[config.mk]
export PLATFORM = sky130hd
export DESIGN_NAME = tsup_ram
export DESIGN_NICKNAME = d
export VERILOG_FILES = /design/src/tsup_ram.sv
export SDC_FILE = /design/constraint.sdc
export NUM_CORES = 1
export LEC_CHECK = 0
export ABC_AREA = 1
export BUFFER_PORTS_ARGS = -buffer_cell sky130_fd_sc_hd__buf_2
export CORE_MARGIN = 8
export CORE_UTILIZATION = 55
export CTS_BUF_LIST = sky130_fd_sc_hd__clkbuf_4 sky130_fd_sc_hd__clkbuf_8 sky130_fd_sc_hd__clkbuf_16
export DETAILED_ROUTE_END_ITERATION = 8
export PLACE_DENSITY = 0.78
export SLEW_MARGIN = 20
export SYNTH_ARGS = -nofsm -noshare
export SYNTH_HDL_FRONTEND = slang
export SYNTH_SLANG_ARGS = --single-unit
[constraint.sdc]
create_clock -name clk -period 1 [get_ports clk]
set_input_delay 0.1 -clock clk [delete_from_list [all_inputs] [get_ports clk]]
set_output_delay 0.1 -clock clk [all_outputs]
set_load 0.05 [all_outputs]
[src/tsup_ram.sv]
// Generic simple dual-port RAM: one write port, one read port, registered read.
// Read data holds until the next read. No package dependency.
module tsup_ram #(
  parameter int WIDTH = 8,
  parameter int DEPTH = 16
) (
  input  logic                     clk,
  input  logic                     we,
  input  logic [$clog2(DEPTH)-1:0] wa,
  input  logic [WIDTH-1:0]         wd,
  input  logic                     re,
  input  logic [$clog2(DEPTH)-1:0] ra,
  output logic [WIDTH-1:0]         rd
);

  logic [WIDTH-1:0] mem [DEPTH];

  always_ff @(posedge clk) begin
    if (we) begin
      mem[wa] <= wd;
    end
    if (re) begin
      rd <= mem[ra];
    end
  end

endmodule

==> summary.md, run 1 <==
| Metric | Value |
|---|---|
| Status | complete, but fails checks |
| Failing checks | negative setup slack |
| Max-Cap Viols | 0 |
| # diodes | 0 |
| Root Buffer Master | clkbuf_8 |
| Worst path max stage delay | between 0.4 and 0.5 ns |
| DPL Wire Length | roughly 8.4 mm |
| Relative slew margins | 0.512 |
| Fin Hold WS | 0.204 ns |
| Final WS setup | -0.230 ns |
| Fin cells | 757 |
| Gr usage total | 0.204 |
| First-pass GRT wire length | 21.9 mm |
| Yosys Warn Count | 0 |
| Slew at the pin closest to its max-slew limit | 0.730 ns |
| Drc violations | 0 |
| CTS tree | yes |
| Cells after DPL | 715 |
| Most frequent cells in the layout | nand2_1, edfxtp_1, inv_1, nand3_1, nand3_2 |
| Yosys reg bits | 136 |
| Die Wd | 119 um |
| Share of cells above drive strength 1 | 0.233 |
| Average instance area after synthesis | about 11 um2 |
| Initial antenna violation count | 0 |
| CTS Buffer Depth | 2 |
| GRT Residual Overflow | 0 |
| Worst VDD drop | 1.12 mV |
| Final Util | 0.699 |
| Clk_lat worst skew | around 0.54 ns |
| Seq/Total Area, Yosys | 0.698 |
| Full die area | ~14,000 um2 |
| I/O Pins | 27 |
| Critical path endpoint category | primary output |
| Pin count of the biggest net entering global routing | 42 |
| Peak fanout along the critical path | 1 |
| Starting density of the core | 0.566 |
| Pwr dens | 1880 nW/um2 |
| Final ANT Viol Nets | 0 |
| Setup Skew | 0.00940 ns |
| Crit path DAT | 1.13 ns |
| Std-Cell Core Area | 10,300 um2 |
| Final WL | 14.1 mm |
| TritonCTS Buffers | 17 |
| CP Data Required Time | 0.90 ns |
| Leak Pwr | 3.11 nW |
| Worst Path Buf+Inv | 1 |
| HP Class | primary input to register |
| Number of vias per cell | 5.47 |
| CP max-delay cell | edfxtp_1 |
| Launching element type of the critical path | register |
| Final setup fails | 16 |
| Post-synthesis cell area | 5850 um2 |
| Total power | 13.6 mW |
| Clock sinks | between 100 and 150 |
| Minimum clock period | 1.23 ns |
| Crit path max-delay family | flip-flops |
| CP Class | register to primary output |
| Syn Nets | 570 |
| Initial DRC Count | between 500 and 600 |
| Port Buffer Count | 26 |
| Pre-antenna DRT Iters | 6 |
| Die Height | 119 um |
| Tcrit/Tclk final | 1.23 |
| Final Hold Viols | 0 |
| RSZ-0062 raised after global routing | true |
| Syn-to-layout area delta | 23.5% |
| Wire per inst | 18.7 um |
| Commonest non-fill, non-tap cell in the layout | nand2_1 |
| Distinct cell type count after synthesis | 11 |
| Final Net Count | ~630 |
| Routability cong. | roughly 0.86 |
| Vias in the first global route | 4,048 |
| Depth of the CTS H-tree | 4 |
| Synthesized instance count | 551 |
| Max Fclk | 813 MHz |
| Slew Limit Fails | 0 |
| Worst-path clk slew | 0.06 ns |
| Cell Chain, Critical Path | buf_6 |
| # rows | 37 |
| Vias | approximately 4,100 |
worst min-delay path: stages:
cell and delay [ns]:
buf_2 0.11, nand2_1 0.12, nor2_2 0.10, buf_4 0.17
where the power goes:
| part | total [mW] | internal [mW] | switching [mW] | leakage [nW] |
|---|---|---|---|---|
| Clock | 6.07 | 3.79 | 2.28 | 0.277 |
| Sequential | 6.47 | 6.43 | 0.0445 | 1.24 |
| Combinational | 1.06 | 0.340 | 0.719 | 1.60 |
path summary, 6_finish.rpt:
path                            cells after the start        end  slack [ns]       from
worst max-delay path                                1      rd[1]       -0.23      rd[1]
worst min-delay path                                4  mem[0][7]        0.20         we
worst max register to register                      6      rd[3]       -0.12  mem[1][3]
worst min register to register                      6      rd[4]        0.79  mem[9][4]
registers in the layout, summed over array words and instances (netlist names):
name  flops
rd        8
mem     128
synthesized netlist by cell type:
library cell  count  area (um2)
inv_2             2        7.51
buf_1             1        3.75
nor2_1           17        63.8
buf_6             6        67.6
nand3b_1          2        15.0
edfxtp_1        136        4080
inv_1           100         375
buf_2            13        65.1
nand3_1          97         485
buf_4             4        30.0
nand2_1         173         649
repair_timing:
action | 4_1_cts | 5_1_grt
hold endpoints to repair | 122 | 0
resized for setup | 48 | 25
pin swaps | 26 | 18
hold buffers | 10 | 0
buffers inserted | 0 | 0
endpoints found under the setup margin | 16 | 16
layout make-up:
class / instances / area [um2]
flip-flops and latches: 136 / 4080
clock inverters: 14 / 158
well taps: 136 / 170
fillers: 639 / 3100
clock buffers: 18 / 422
repair buffers: 62 / 526
multi-input cells: 289 / 1480
inverters: 102 / 383
cell families (layout without fill, tap and decap cells):
kind of cell,count (synthesis),count (layout),synth area share
flip-flops,136,136,0.698
buffers and inverters,126,196,0.0939
AND/OR/NAND/NOR,289,289,0.208
routing by layer:
metal / routed length, um / up-vias / global-route usage
li1: - / 1901 / -
met1: 5460 / 1957 / 0.256
met2: 7100 / 249 / 0.329
met3: 1240 / 31 / 0.0458
met4: 320 / 0 / 0.0996
met5: 0 / - / 0
per-stage QoR:
stage                     setup slack (ns)  area (um2)  TNS, ns
after floorplan                    -0.0508        5850    -4.12
after global placement              -0.313        6230    -4.65
after detailed placement            -0.338        6230    -9.01
after CTS                           -0.248        7110    -2.42
after global routing                -0.253        7220    -3.01
final                               -0.230        7220    -2.43
No activity file was read; power rests on OpenSTA's default activity.
==> run 2, diff against run 1 <==
Settings changed: BUFFER_PORTS_ARGS -buffer_cell sky130_fd_sc_hd__buf_2 to not set, CORE_UTILIZATION 55 to 57, DONT_BUFFER_PORTS set to 1.
==> run 2 against run 1 <==
The run ends with negative hold slack, negative setup slack left. Highest routed layer unchanged. Sequential power hardly changed. Global-route usage is 0.98 points higher. Sequential cell count stayed put. Clock power is 4.1% lower. Combinational power is 15% lower. Sequential share of layout area is 1.6 points higher. Count of clock-buffer cells in the layout stayed put. Setup slack worse by 0.016 ns. Largest power group unchanged. First-iteration DRC count is 29% lower.
==> summary.md, run 2 (synthesis results as in run 1) <==
| Metric | Value |
|---|---|
| Critical path endpoint category | primary output |
| Most frequent cells in the layout | nand2_1, edfxtp_1, inv_1, nand3_1, nand3_2 |
| Worst slack at placement | -0.173 ns |
| Final WL | 13.5 mm |
| Vias | 3,990 |
| Final ANT Viol Nets | 0 |
| Fin cells | ~730 |
| Worst VDD drop | 1.24 mV |
| First-pass GRT wire length | 21.2 mm |
| Total power | roughly 13 mW |
| Pin count of the biggest net entering global routing | 66 |
| GRT Residual Overflow | 0 |
| Gr usage total | 0.214 |
| Max Fclk | 802 MHz |
| Setup Skew | 0.00732 ns |
| Largest Register | mem |
| Starting density of the core | 0.577 |
| CP Data Required Time | 0.90 ns |
| Wire per inst | 18.4 um |
| Port Buffer Count | 0 |
| Initial DRC Count | 364 |
| Root Buffer Master | clkbuf_8 |
| Vias in the first global route | 4,030 |
| Launching element type of the critical path | register |
| Peak fanout along the critical path | 1 |
| Leak Pwr | 3.00 nW |
| Hold-fix buffers at CTS | 11 |
| Worst Path Buf+Inv | 1 |
| Final Hold Viols | 8 |
| Fin Hold WS | -0.109 ns |
| Worst path max stage delay | between 0.4 and 0.5 ns |
| TritonCTS Buffers | 17 |
| Commonest non-fill, non-tap cell in the layout | nand2_1 |
| CP Class | register to primary output |
| Crit path max-delay family | flip-flops |
| # rows | 37 |
| Syn-to-layout area delta | 20.1% |
| Std-Cell Core Area | between 10,000 and 15,000 um2 |
| Crit path DAT | 1.15 ns |
| Max reg flops | 128 |
| Worst R2R End | rd[3] |
| Final Net Count | 604 |
| Drc violations | 0 |
| Worst-path clk slew | 0.06 ns |
| Worst hold path stage count | 4 |
| Hold EP | rd[2] |
| Relative slew margins | 0.411 |
| RSZ-0062 raised after global routing | true |
| Minimum clock period | between 1 and 1.5 ns |
| Failing checks | negative hold slack, negative setup slack |
| Number of vias per cell | about 5.4 |
| Pwr dens | 1880 nW/um2 |
| Full die area | between 10,000 and 15,000 um2 |
| Pre-antenna DRT Iters | 5 |
| HP Class | primary input to register |
| Status | complete, but fails checks |
| DPL Wire Length | 7.75 mm |
| Final setup fails | 16 |
| Slew at the pin closest to its max-slew limit | 0.884 ns |
| CTS Buffer Depth | 2 |
| Cells after DPL | 691 |
| Slew Limit Fails | 0 |
| R2R setup slack | -0.15 ns |
| Depth of the CTS H-tree | 4 |
| CTS tree | yes |
| Worst r2r path cells | 6 |
| Die Height | 117 um |
| Max-Cap Viols | 0 |
| Routability cong. | about 0.91 |
| Hold_sp | ra[1] |
| FF-to-FF Start | mem[6][3] |
| Share of cells above drive strength 1 | 0.188 |
| # diodes | 0 |
| Initial antenna violation count | 0 |
| I/O Pins | 27 |
| Final WS setup | -0.246 ns |
| Clock sinks | 136 |
| Cell Chain, Critical Path | buf_6 |
| Clk_lat worst skew | 0.54 ns |
| Top flop regs | mem (128), rd (8) |
| Die Wd | 117 um |
| Tcrit/Tclk final | 1.25 |
| CP max-delay cell | edfxtp_1 |
[run 2: cell count changes in the layout (fill, tap and decap cells not counted), sizes merged]
cell | previous run | this run
buf | 52 | 28
bufinv | 3 | 2
clkinv | 7 | 8
clkinvlp | 4 | 3
dlymetal6s4s | 0 | 1
[run 2: worst min-delay path, cell delays in order]
cell	delay [ns]
nand2_2	0.03
nand3_1	0.06
nand3_1	0.06
nand2_1	0.06
[run 2: timing repair]
| item | in CTS | in global routing |
|---|---|---|
| hold endpoints to repair | 144 | 8 |
| resized for setup | 32 | 26 |
| buffers inserted | 0 | 0 |
| pin swaps | 19 | 18 |
| setup endpoints to repair | 16 | 16 |
[run 2: worst max-delay path by stage]
stage               start          to  slack, ns  cells after the start
finish              rd[5]       rd[5]      -0.25                      1
global route        rd[5]       rd[5]      -0.28                      1
CTS                 rd[2]       rd[2]      -0.26                      1
detailed placement  ra[1]       rd[6]      -0.17                      5
global placement    ra[1]       rd[0]      -0.14                      5
floorplan           wa[2]  mem[10][0]      -0.05                      2
[run 2: power breakdown]
| part | internal, mW | total [mW] | leakage, nW | switching, mW |
|---|---|---|---|---|
| registers | 6.43 | 6.47 | 1.24 | 0.0441 |
| clock network | 3.53 | 5.82 | 0.267 | 2.28 |
| logic | 0.293 | 0.897 | 1.49 | 0.604 |
| total | 10.3 | 13.2 | 3.00 | 2.93 |
[run 2: cell type report]
type | instances | area, um2
clock inverter | 13 | 133
tap | 136 | 170
sequential | 136 | 4080
clock buffer | 18 | 422
inverter | 102 | 383
timing repair buffer | 39 | 390
fill | 673 | 3120
multi-input combinational | 289 | 1440
[run 2: per-stage QoR]
stage	util	hold slack [ns]	area, um2	TNS (ns)
final	0.692	-0.109	7020	-2.49
after global routing	0.692	-0.0871	7020	-3.25
after CTS	0.682	-0.124	6910	-3.01
after detailed placement	0.602	0.200	6110	-1.16
after global placement	0.602	0.200	6110	-0.895
after floorplan	-	0.199	5850	-4.12
[run 2: metal layers]
layer / vias up / global-route usage / wire length (um)
met5: - / 0 / 0
met3: 35 / 0.0616 / 1200
met4: 0 / 0.0904 / 332
met1: 1915 / 0.265 / 5280
met2: 191 / 0.345 / 6660
li1: 1849 / - / -
==> run 3, diff against run 2 <==
Settings changed: BUFFER_PORTS_ARGS set to -buffer_cell sky130_fd_sc_hd__buf_2, CORE_UTILIZATION 57 to 55, DONT_BUFFER_PORTS 1 to not set, MAX_ROUTING_LAYER set to met4.
==> run 3 against run 2 <==
The flow finishes with violations (negative setup slack). Clock power grew 4.1%. Critical path depth is the same. Maximum frequency grew 1.7%. Largest cell class unchanged.
==> summary.md, run 3 (synthesis results as in run 1) <==
| Metric | Value |
|---|---|
| Status | complete, but fails checks |
| Failing checks | negative setup slack |
| Placed cell area | 6230 um2 |
| CP Class | register to primary output |
| Met2 wire length | 7.03 mm |
| Met3 routed WL | 1.26 mm |
| Final ANT Viol Nets | 0 |
| Starting density of the core | 0.566 |
| Pre-antenna DRT Iters | 5 |
| Seq pwr share | 0.476 |
| FF-to-FF Start | mem[4][2] |
| Tcrit/Tclk final | 1.23 |
| Die Height | approximately 120 um |
| Hold EP | mem[0][7] |
| Wire per inst | 18.7 um |
| Setup Skew | 0.00635 ns |
| RSZ-0062 raised after global routing | true |
| # diodes | 0 |
| Syn-to-layout area delta | 23.9% |
| Largest Register | mem |
| Clock sinks | about 140 |
| Pin count of the biggest net entering global routing | 42 |
| Max Fclk | 816 MHz |
| Met1 wire length | 5.47 mm |
| Gr usage total | 0.210 |
| Final Net Count | 627 |
| Post-CTS Repair Setup Buffers | 0 |
| Worst VDD drop | 1.12 mV |
| Pwr dens | 1880 nW/um2 |
| Worst hold path stage count | 4 |
| Final WS setup | -0.225 ns |
| HP Class | primary input to register |
| Depth of the CTS H-tree | 4 |
| Final Hold Viols | 0 |
| Final setup fails | 16 |
| Std-Cell Core Area | 10,300 um2 |
| Worst R2R End | rd[2] |
| Full die area | 14,200 um2 |
| Port Buffer Count | 26 |
| CP Data Required Time | 0.90 ns |
| # rows | 37 |
| R2R setup slack | -0.11 ns |
| Top flop regs | mem (128), rd (8) |
| DPL Wire Length | 8.41 mm |
| Hold_sp | we |
| Vias | 4,104 |
| Worst r2r path cells | 6 |
| Crit path max-delay family | flip-flops |
| TritonCTS Buffers | 17 |
| Initial antenna violation count | 0 |
| Top layer in use | met4 |
| Commonest non-fill, non-tap cell in the layout | nand2_1 |
| Number of vias per cell | 5.42 |
| Max-Cap Viols | 0 |
| Minimum clock period | ~1.2 ns |
| Psw | 3.04 mW |
| Comb pwr share | 0.079 |
| Leak Pwr | 3.12 nW |
| CTS tree | yes |
| Launching element type of the critical path | register |
| Initial DRC Count | 482 |
| Most frequent cells in the layout | nand2_1, edfxtp_1, inv_1, nand3_2, nand3_1 |
| Clk_lat worst skew | approximately 0.53 ns |
| Peak fanout along the critical path | 1 |
| Worst path max stage delay | 0.41 ns |
| Max reg flops | 128 |
| Worst-path clk slew | 0.06 ns |
| Final Cell Area | slightly above 7000 um2 |
| Drc violations | 0 |
| Slew at the pin closest to its max-slew limit | roughly 0.74 ns |
| Routability cong. | 0.872 |
| CP max-delay cell | edfxtp_1 |
| First-pass GRT wire length | 22.0 mm |
| Slew Limit Fails | 0 |
| Crit path DAT | 1.13 ns |
| Final WL | 14.1 mm |
| Internal Power | 10.6 mW |
| I/O Pins | 27 |
| Clock power share | 0.446 |
| Final Util | 0.702 |
| Worst Path Buf+Inv | 1 |
| Vias in the first global route | 4,051 |
| CTS Buffer Depth | 2 |
| Root Buffer Master | clkbuf_8 |
| GRT Residual Overflow | 0 |
| Critical path endpoint category | primary output |
| Cell Chain, Critical Path | buf_6 |
| CP Launch Point | rd[1] |
| Relative slew margins | 0.506 |
| Switching portion of total power | 0.224 |
| Share of cells above drive strength 1 | 0.245 |
| Die Wd | 119 um |
-- run 3: worst max path at each step --
stage          cells past startpoint    endpoint  slack [ns]
4_1_cts                            1       rd[6]       -0.25
5_1_grt                            1       rd[5]       -0.25
6_report                           1       rd[1]       -0.23
2_1_floorplan                      2  mem[10][0]       -0.05
3_3_place_gp                       8       rd[1]       -0.31
3_5_place_dp                       6       rd[6]       -0.34
-- run 3: cell type report --
cell class	instances	area, um2
multi-input combinational	289	1500
timing repair buffer	62	526
sequential	136	4080
tap	136	170
clock inverter	14	158
clock buffer	18	422
fill	633	3080
inverter	102	383
-- run 3: power groups by stage --
stage / Combinational (mW) / Clock [mW] / Sequential, mW
after floorplan: 0.452 / 0 / 6.67
after CTS: 1.01 / 6.09 / 6.47
after detailed placement: 0.881 / 0 / 6.58
after global routing: 1.15 / 6.35 / 6.48
final: 1.07 / 6.06 / 6.47
after global placement: 0.854 / 0 / 6.57
-- run 3: layer usage --
layer / up-vias / track usage
li1: 1897 / -
met1: 1934 / 0.257
met2: 237 / 0.329
met3: 36 / 0.0439
met4: 0 / 0.0996
met5: - / -
-- run 3: repair_timing --
item | in CTS | in global routing
hold endpoints to repair | 122 | 0
setup endpoints to repair | 16 | 16
resized for setup | 48 | 32
hold buffers | 10 | 0
pin swaps | 26 | 22
-- run 3: stage by stage --
stage	hold slack, ns	setup TNS, ns	power (mW)	setup slack (ns)	instances
after floorplan	0.199	-4.12	7.12	-0.0508	551
after global placement	0.474	-4.65	7.43	-0.313	715
after detailed placement	0.474	-9.01	7.46	-0.338	715
after CTS	0.182	-2.42	13.6	-0.248	757
after global routing	0.234	-3.00	14.0	-0.252	757
final	0.214	-2.38	13.6	-0.225	757
